File: src/hw/rtl/stbe_pkg.sv
// Package for the sprite tile bitplane encoder: sizes, state type and the plane split function.
`default_nettype none

package stbe_pkg;

    // Tile geometry.
    localparam int TILE_ROWS   = 16;
    localparam int TILE_PLANES = 4;
    localparam int PIX_BITS    = 4;
    localparam int ROW_W       = 64;
    localparam int WORD_W      = 16;
    localparam int ROW_IDX_W   = 4;
    localparam int PLANE_W     = 2;
    localparam int STORE_DEPTH = TILE_ROWS * TILE_PLANES;
    localparam int STORE_IDX_W = ROW_IDX_W + PLANE_W;
    localparam int MEM_W       = WORD_W * TILE_PLANES;

    // Row index of the last row of a tile and address of the last stored word.
    localparam logic [ROW_IDX_W-1:0]   LAST_ROW  = ROW_IDX_W'(TILE_ROWS - 1);
    localparam logic [STORE_IDX_W-1:0] LAST_WORD = STORE_IDX_W'(STORE_DEPTH - 1);

    // Control states: rows are filled in, then the tile is drained.
    typedef enum logic {
        ST_FILL,
        ST_DRAIN
    } t_state;

    // Gathers bit "plane" of every pixel of a row; the leftmost pixel lands in the MSB.
    function automatic logic [WORD_W-1:0] plane_of_row(input logic [ROW_W-1:0]   pix,
                                                       input logic [PLANE_W-1:0] plane);
        logic [WORD_W-1:0] word;
        word = '0;
        for (int k = 0; k < WORD_W; k++) begin
            word[WORD_W-1-k] = pix[PIX_BITS*k + int'(plane)];
        end
        return word;
    endfunction

endpackage

`default_nettype wire

File: src/hw/rtl/stbe_ram.sv
// Generic simple dual-port RAM with one write port and a registered, enabled read port.
`default_nettype none

module stbe_ram #(
    parameter int WIDTH = 16,
    parameter int DEPTH = 16
) (
    input  wire logic                     i_clk,
    input  wire logic                     i_wr_en,
    input  wire logic [$clog2(DEPTH)-1:0] i_wr_addr,
    input  wire logic [WIDTH-1:0]         i_wr_data,
    input  wire logic                     i_rd_en,
    input  wire logic [$clog2(DEPTH)-1:0] i_rd_addr,
    output logic      [WIDTH-1:0]         o_rd_data
);

    logic [WIDTH-1:0] r_mem [DEPTH];

    // Write port.
    always_ff @(posedge i_clk) begin
        if (i_wr_en) begin
            r_mem[i_wr_addr] <= i_wr_data;
        end
    end

    // Read port; the data register holds its value while no read is enabled.
    always_ff @(posedge i_clk) begin
        if (i_rd_en) begin
            o_rd_data <= r_mem[i_rd_addr];
        end
    end

endmodule

`default_nettype wire

File: src/hw/rtl/sprite_tile_bitplane_encoder.sv
// Top level of the sprite tile bitplane encoder: row memory, drain sequencer and output register.
//
// The input channel takes one tile row per transfer: sixteen 4-bit pixels in i_row_pixels,
// pixel 0 (leftmost) in the low nibble. Each row is split into four 16-bit plane words and
// written as one entry of a 16 x 64 row memory in the cycle of its transfer.
// Rows one to fifteen produce no output. The transfer of the sixteenth row starts a drain:
// 64 words leave on the output channel, plane 0 rows 0 to 15 first, then planes 1, 2, 3.
// o_last_word marks the 64th word. The first word passes the memory's read register and
// the output register; without output stall the words follow at one per cycle.
// While the memory is read out (one read per cycle on its single read port, without output
// stall) o_in_stall is high; the next tile's rows are taken from the cycle after the last read.
// When i_out_stall is high the output word holds, one more word waits in the memory's read
// register, and reading pauses until the output moves again.
// Reset (synchronous, active low) zeroes the row counter, empties the output and returns
// to row filling; the memory is not cleared, as every entry is written before it is read.
`default_nettype none

module sprite_tile_bitplane_encoder
    import stbe_pkg::*;
(
    input  wire logic              i_clk,
    input  wire logic              i_rst_n,
    input  wire logic              i_in_valid,
    output logic                   o_in_stall,
    input  wire logic [ROW_W-1:0]  i_row_pixels,
    output logic                   o_out_valid,
    input  wire logic              i_out_stall,
    output logic      [WORD_W-1:0] o_plane_word,
    output logic                   o_last_word
);

    t_state                   r_state, n_state;
    logic [ROW_IDX_W-1:0]     r_row_idx;
    logic [STORE_IDX_W-1:0]   r_rd_idx;
    logic                     r_rd_pend;
    logic [PLANE_W-1:0]       r_rd_plane;
    logic                     r_rd_last;
    logic                     r_out_valid;
    logic [WORD_W-1:0]        r_out_word;
    logic                     r_out_last;

    logic                     in_xfer;
    logic                     rd_issue;
    logic                     move;
    logic [MEM_W-1:0]         wr_data;
    logic [MEM_W-1:0]         rd_data;

    // Split the incoming row into its four plane words.
    always_comb begin
        for (int p = 0; p < TILE_PLANES; p++) begin
            wr_data[WORD_W*p +: WORD_W] = plane_of_row(i_row_pixels, PLANE_W'(p));
        end
    end

    // Row memory: one entry per tile row, the four plane words side by side.
    stbe_ram #(
        .WIDTH (MEM_W),
        .DEPTH (TILE_ROWS)
    ) u_row_mem (
        .i_clk     (i_clk),
        .i_wr_en   (in_xfer),
        .i_wr_addr (r_row_idx),
        .i_wr_data (wr_data),
        .i_rd_en   (rd_issue),
        .i_rd_addr (r_rd_idx[ROW_IDX_W-1:0]),
        .o_rd_data (rd_data)
    );

    // Move from the read register to the output register when the output is free.
    assign move = r_rd_pend && (!r_out_valid || !i_out_stall);

    // Next state.
    always_comb begin
        n_state = r_state;
        unique case (r_state)
            ST_FILL: begin
                if (in_xfer && (r_row_idx == LAST_ROW)) begin
                    n_state = ST_DRAIN;
                end
            end
            ST_DRAIN: begin
                if (rd_issue && (r_rd_idx == LAST_WORD)) begin
                    n_state = ST_FILL;
                end
            end
            default: n_state = ST_FILL;
        endcase
    end

    // State outputs: input stall and read issue.
    always_comb begin
        o_in_stall = 1'b1;
        rd_issue   = 1'b0;
        unique case (r_state)
            ST_FILL: begin
                o_in_stall = 1'b0;
            end
            ST_DRAIN: begin
                rd_issue = !r_rd_pend || move;
            end
            default: begin
                o_in_stall = 1'b1;
            end
        endcase
    end

    assign in_xfer = i_in_valid && !o_in_stall;

    // Control registers.
    always_ff @(posedge i_clk) begin
        if (!i_rst_n) begin
            r_state     <= ST_FILL;
            r_row_idx   <= '0;
            r_rd_idx    <= '0;
            r_rd_pend   <= 1'b0;
            r_out_valid <= 1'b0;
        end else begin
            r_state <= n_state;
            if (in_xfer) begin
                r_row_idx <= r_row_idx + 1'b1;
            end
            if (in_xfer && (r_row_idx == LAST_ROW)) begin
                r_rd_idx <= '0;
            end else if (rd_issue) begin
                r_rd_idx <= r_rd_idx + 1'b1;
            end
            if (rd_issue) begin
                r_rd_pend <= 1'b1;
            end else if (move) begin
                r_rd_pend <= 1'b0;
            end
            if (move) begin
                r_out_valid <= 1'b1;
            end else if (!i_out_stall) begin
                r_out_valid <= 1'b0;
            end
        end
    end

    // Tags travelling with the read, and the output payload.
    always_ff @(posedge i_clk) begin
        if (rd_issue) begin
            r_rd_plane <= r_rd_idx[STORE_IDX_W-1:ROW_IDX_W];
            r_rd_last  <= (r_rd_idx == LAST_WORD);
        end
        if (move) begin
            r_out_word <= rd_data[WORD_W*r_rd_plane +: WORD_W];
            r_out_last <= r_rd_last;
        end
    end

    assign o_out_valid  = r_out_valid;
    assign o_plane_word = r_out_word;
    assign o_last_word  = r_out_last;

    // The row counter has wrapped to zero for the whole drain.
    a_drain_row_zero : assert property (@(posedge i_clk) disable iff (!i_rst_n)
        (r_state == ST_DRAIN) |-> (r_row_idx == '0))
        else $error("row counter not zero during drain");

    // Reads are only issued while draining.
    a_read_in_drain : assert property (@(posedge i_clk) disable iff (!i_rst_n)
        rd_issue |-> (r_state == ST_DRAIN))
        else $error("memory read outside drain");

    // The sixteenth row starts a drain from the first stored word.
    a_drain_start : assert property (@(posedge i_clk) disable iff (!i_rst_n)
        (in_xfer && (r_row_idx == LAST_ROW)) |=> ((r_state == ST_DRAIN) && (r_rd_idx == '0)))
        else $error("drain did not start after last row");

    // The final read of a tile hands the memory back to row filling.
    a_last_read_ends_drain : assert property (@(posedge i_clk) disable iff (!i_rst_n)
        (rd_issue && (r_rd_idx == LAST_WORD)) |=> (r_state == ST_FILL))
        else $error("drain did not end after the last read");

endmodule

`default_nettype wire
File: config.mk
export PLATFORM = sky130hd
export DESIGN_NAME = sprite_tile_bitplane_encoder
export DESIGN_NICKNAME = d
export VERILOG_FILES = /design/src/hw/rtl/stbe_pkg.sv /design/src/hw/rtl/stbe_ram.sv /design/src/hw/rtl/sprite_tile_bitplane_encoder.sv
export SDC_FILE = /design/constraint.sdc
export NUM_CORES = 1
export LEC_CHECK = 0
export BUFFER_PORTS_ARGS = -buffer_cell sky130_fd_sc_hd__buf_2
export CAP_MARGIN = 15
export CORE_AREA = 4 4 282 284
export DETAILED_ROUTE_END_ITERATION = 7
export DIE_AREA = 0 0 286 288
export PLACE_DENSITY = 0.75
export RECOVER_POWER = 25
export SKIP_CTS_REPAIR_TIMING = 1
export SLEW_MARGIN = 10
export SYNTH_ARGS = -nofsm -noshare
export SYNTH_HDL_FRONTEND = slang
export SYNTH_SLANG_ARGS = --single-unit
export TNS_END_PERCENT = 1
File: constraint.sdc
create_clock -name i_clk -period 3.2 [get_ports i_clk]
set_clock_uncertainty 0.05 [all_clocks]
set_input_delay 0.16 -clock i_clk [delete_from_list [all_inputs] [get_ports i_clk]]
set_output_delay 0.16 -clock i_clk [all_outputs]
set_load 0.05 [all_outputs]
==> run summary <==
Status = completed
Post-DR wirelength/cell = 29.33 um
Final slew viol count = 0
Worst-Skew Late Latency = 680 ps
Slew headroom = 41.65%
Antenna viol nets, final = 0
Critical Path Slowest Stage Cell = dfxtp_4
Cell taking the most area after synthesis = edfxtp_1
Core Area = 0.07708 sq mm
Fillers = 5,049
Period minus WS final = 2531 ps
DRC viols = 0
Worst Reg2Reg Path Length in Cells = 5
CP Class = reg -> reg
Synthesized flop and latch total = 1,121
CTS max path bufs = 3
Max incr delay on CP = 590 ps
CTS clk-pin slew, worst paths = 60 ps
Multi-input gate area = 0.008586 sq mm
Initial antenna violation count = 5
Cells along the critical path = buf_12, mux2i_1, a22oi_1, mux2i_1, o21ai_1
FP Rows = 102
Starting Density = 55.49%
Final setup fails = 0
R2R Setup Slk = 670 ps
Static Leak = 14.61 nW
Worst r2r dst = u_row_mem.o_rd_data[22]
Post-Route WL = 95,330 um
Root Driver = clkbuf_16
Final Hold Fails = 0
CP startpoint = r_rd_idx[1]
CTS Sinks = 1,121
CTS tree = yes
Die extent in y = 288 um
Cell Count, Final, Fillers Out = 3,250
Ys flop type = edfxtp_1
Mapped Avg Cell Area = 22.59 sq um
Initial DRT Pass Iterations = 6
Mapped Cells = 1,893
Die Wd = 286 um
Mapped Area = 0.04277 sq mm
Gpl congestion = 0.8134
Number of global-route vias before repair = 20,770
Synth Warn # = 0
Congestion Overflow GR = 0
Via-to-Cell Ratio = 6.366
Gr usage total = 23.28%
Setup crit start kind = flop
Cell with the most instances after synthesis = edfxtp_1
Largest net degree at the start of global routing = 75
Asr flop ratio synth = 0%
Post-synth EDFFs = 1,108
Synth-to-layout area growth = 14.07%
Die Footprint = 0.08237 sq mm
PD cells = 593.9 mW/mm^2
Storage element area = 0.03354 sq mm
Crit share post-route = 79.10%
CTS Buf Count = 108
H-tree depth = 3
Placed Instances = 2,979
Worst path arrival time = 2940 ps
Syn Nets = 1,966
Synth cell count leaders = edfxtp_1, mux2i_1, mux4_2
Count of different cell masters after synthesis = 35
Hold crit path type = in -> reg
Worst-margin pin slew = 875.3 ps
Input/output buffers = 86
Top-area cell type share of the netlist area = 77.79%
Setup crit end kind = flop
Final Net Count = 2,189
Layout cell share with drive strength beyond 1 = 21.04%
Hpwl dp = 53,850 um
CP Max Fanout = 74
Initial DRC count = 2,590
Max-capacitance violation count = 0
Most frequent CP cell = mux2i_1
CP endpoint = u_row_mem.o_rd_data[22]
Min Hold Slack = 28.28 ps
Crit Reg-Reg Startpoint = r_rd_idx[1]
Vias = 20,690
Ranking of synthesized cells by area = edfxtp_1, mux4_2, mux2i_1, mux4_1, a32oi_1
RSZ-0062 raised after global routing = no
Post-synthesis sequential area ratio = 78.40%
First-pass GRT wire length = 140,700 um
Required @ worst endpoint = 3610 ps
VDD IR max = 0.0006319 V
Io pins = 87
Max Freq = 0.3951 GHz
==> per-stage QoR <==
step	instance area, sq um	util [%]	worst slack, ps	setup TNS [ps]	power [mW]
finish	48790	63.29	668.9	0	28.98
global placement	44800	58.12	714.6	0	17.15
CTS	48160	62.48	658.9	0	29.08
global route	48780	63.28	497.2	0	29.88
floorplan	42770	-	-113.3	-24300	16.85
detailed placement	44800	58.12	706.0	0	17.19
==> state kept, by name, summed over array words and instances, names as in the netlist <==
name,cells
o_last_word,1
o_out_valid,1
o_plane_word,16
r_rd_idx,6
r_rd_last,1
r_rd_pend,1
r_rd_plane,2
r_row_idx,4
r_state,1
u_row_mem.o_rd_data,64
u_row_mem.r_mem,1024
==> layer usage <==
| metal | wire length, um | part of all wire (%) | track usage (%) | vias up |
|---|---|---|---|---|
| met5 | 23 | 0.024 | 0 | - |
| met4 | 2651 | 2.8 | 7.078 | 4 |
| met3 | 7443 | 7.8 | 4.196 | 166 |
| met2 | 48150 | 51 | 38.27 | 959 |
| met1 | 37060 | 39 | 32.48 | 11010 |
| li1 | - | - | - | 8550 |
==> kinds of logic (layout without fill, tap and decap cells) <==
| group | Yosys count | count (layout) | synth area share (%) |
|---|---|---|---|
| buf+inv | 111 | 423 | 1.682 |
| compound gates | 201 | 201 | 3.311 |
| xor+xnor | 7 | 7 | 0.1433 |
| fa+ha+maj | 5 | 5 | 0.1463 |
| mux | 400 | 400 | 15.68 |
| flops | 1121 | 1121 | 78.40 |
| other cells | 0 | 5 | 0 |
| simple gates | 48 | 48 | 0.6348 |
==> layout by cell type, fill, tap and decap left out, types with 6 or more instances in the layout <==
cell type and count:
dlygate4sd3_1 67, mux4_1 27, clkinv_1 16, a32oi_1 64, and2_4 13, clkinv_2 20
o21ai_1 63, mux4_2 181, edfxtp_1 1108, buf_12 34, buf_4 31, clkbuf_1 76
dfxtp_1 10, clkbuf_16 109, mux2i_1 192, buf_2 43, a22oi_1 64, nand3_1 6
==> report_power, final <==
part           internal (mW)  total (mW)  switching (mW)
clock                   6.77        12.0            5.25
combinational          0.206       0.609           0.403
sequential              16.3        16.3          0.0398
==> cell type report <==
cell class	count	share of cell area, %
Clock inverter	54	0.9591
Timing Repair Buffer	218	4.019
Clock buffer	145	5.929
Tap cell	1040	2.667
Antenna cell	5	0.02564
Sequential cell	1121	68.75
Inverter	6	0.05129
Multi-Input combinational cell	661	17.60
==> critical path, delay by kind of cell, from the launching register on <==
kind | cells | cell delay, ps
compound gates | 2 | 740
mux | 2 | 390
buf+inv | 1 | 400
flops | 1 | 590
==> worst min-delay path by stage <==
stage	start	endpoint	slack [ps]	cells after the start
after floorplan	i_row_pixels[60]	u_row_mem.r_mem[0][0]	210	0
after global placement	r_rd_idx[5]	r_rd_plane[1]	400	0
after detailed placement	i_out_stall	o_out_valid	430	3
after CTS	i_out_stall	o_out_valid	-280	3
after global routing	i_in_valid	r_row_idx[1]	20	4
final	i_in_valid	r_row_idx[1]	30	4
No activity file was read; power rests on OpenSTA's default activity.
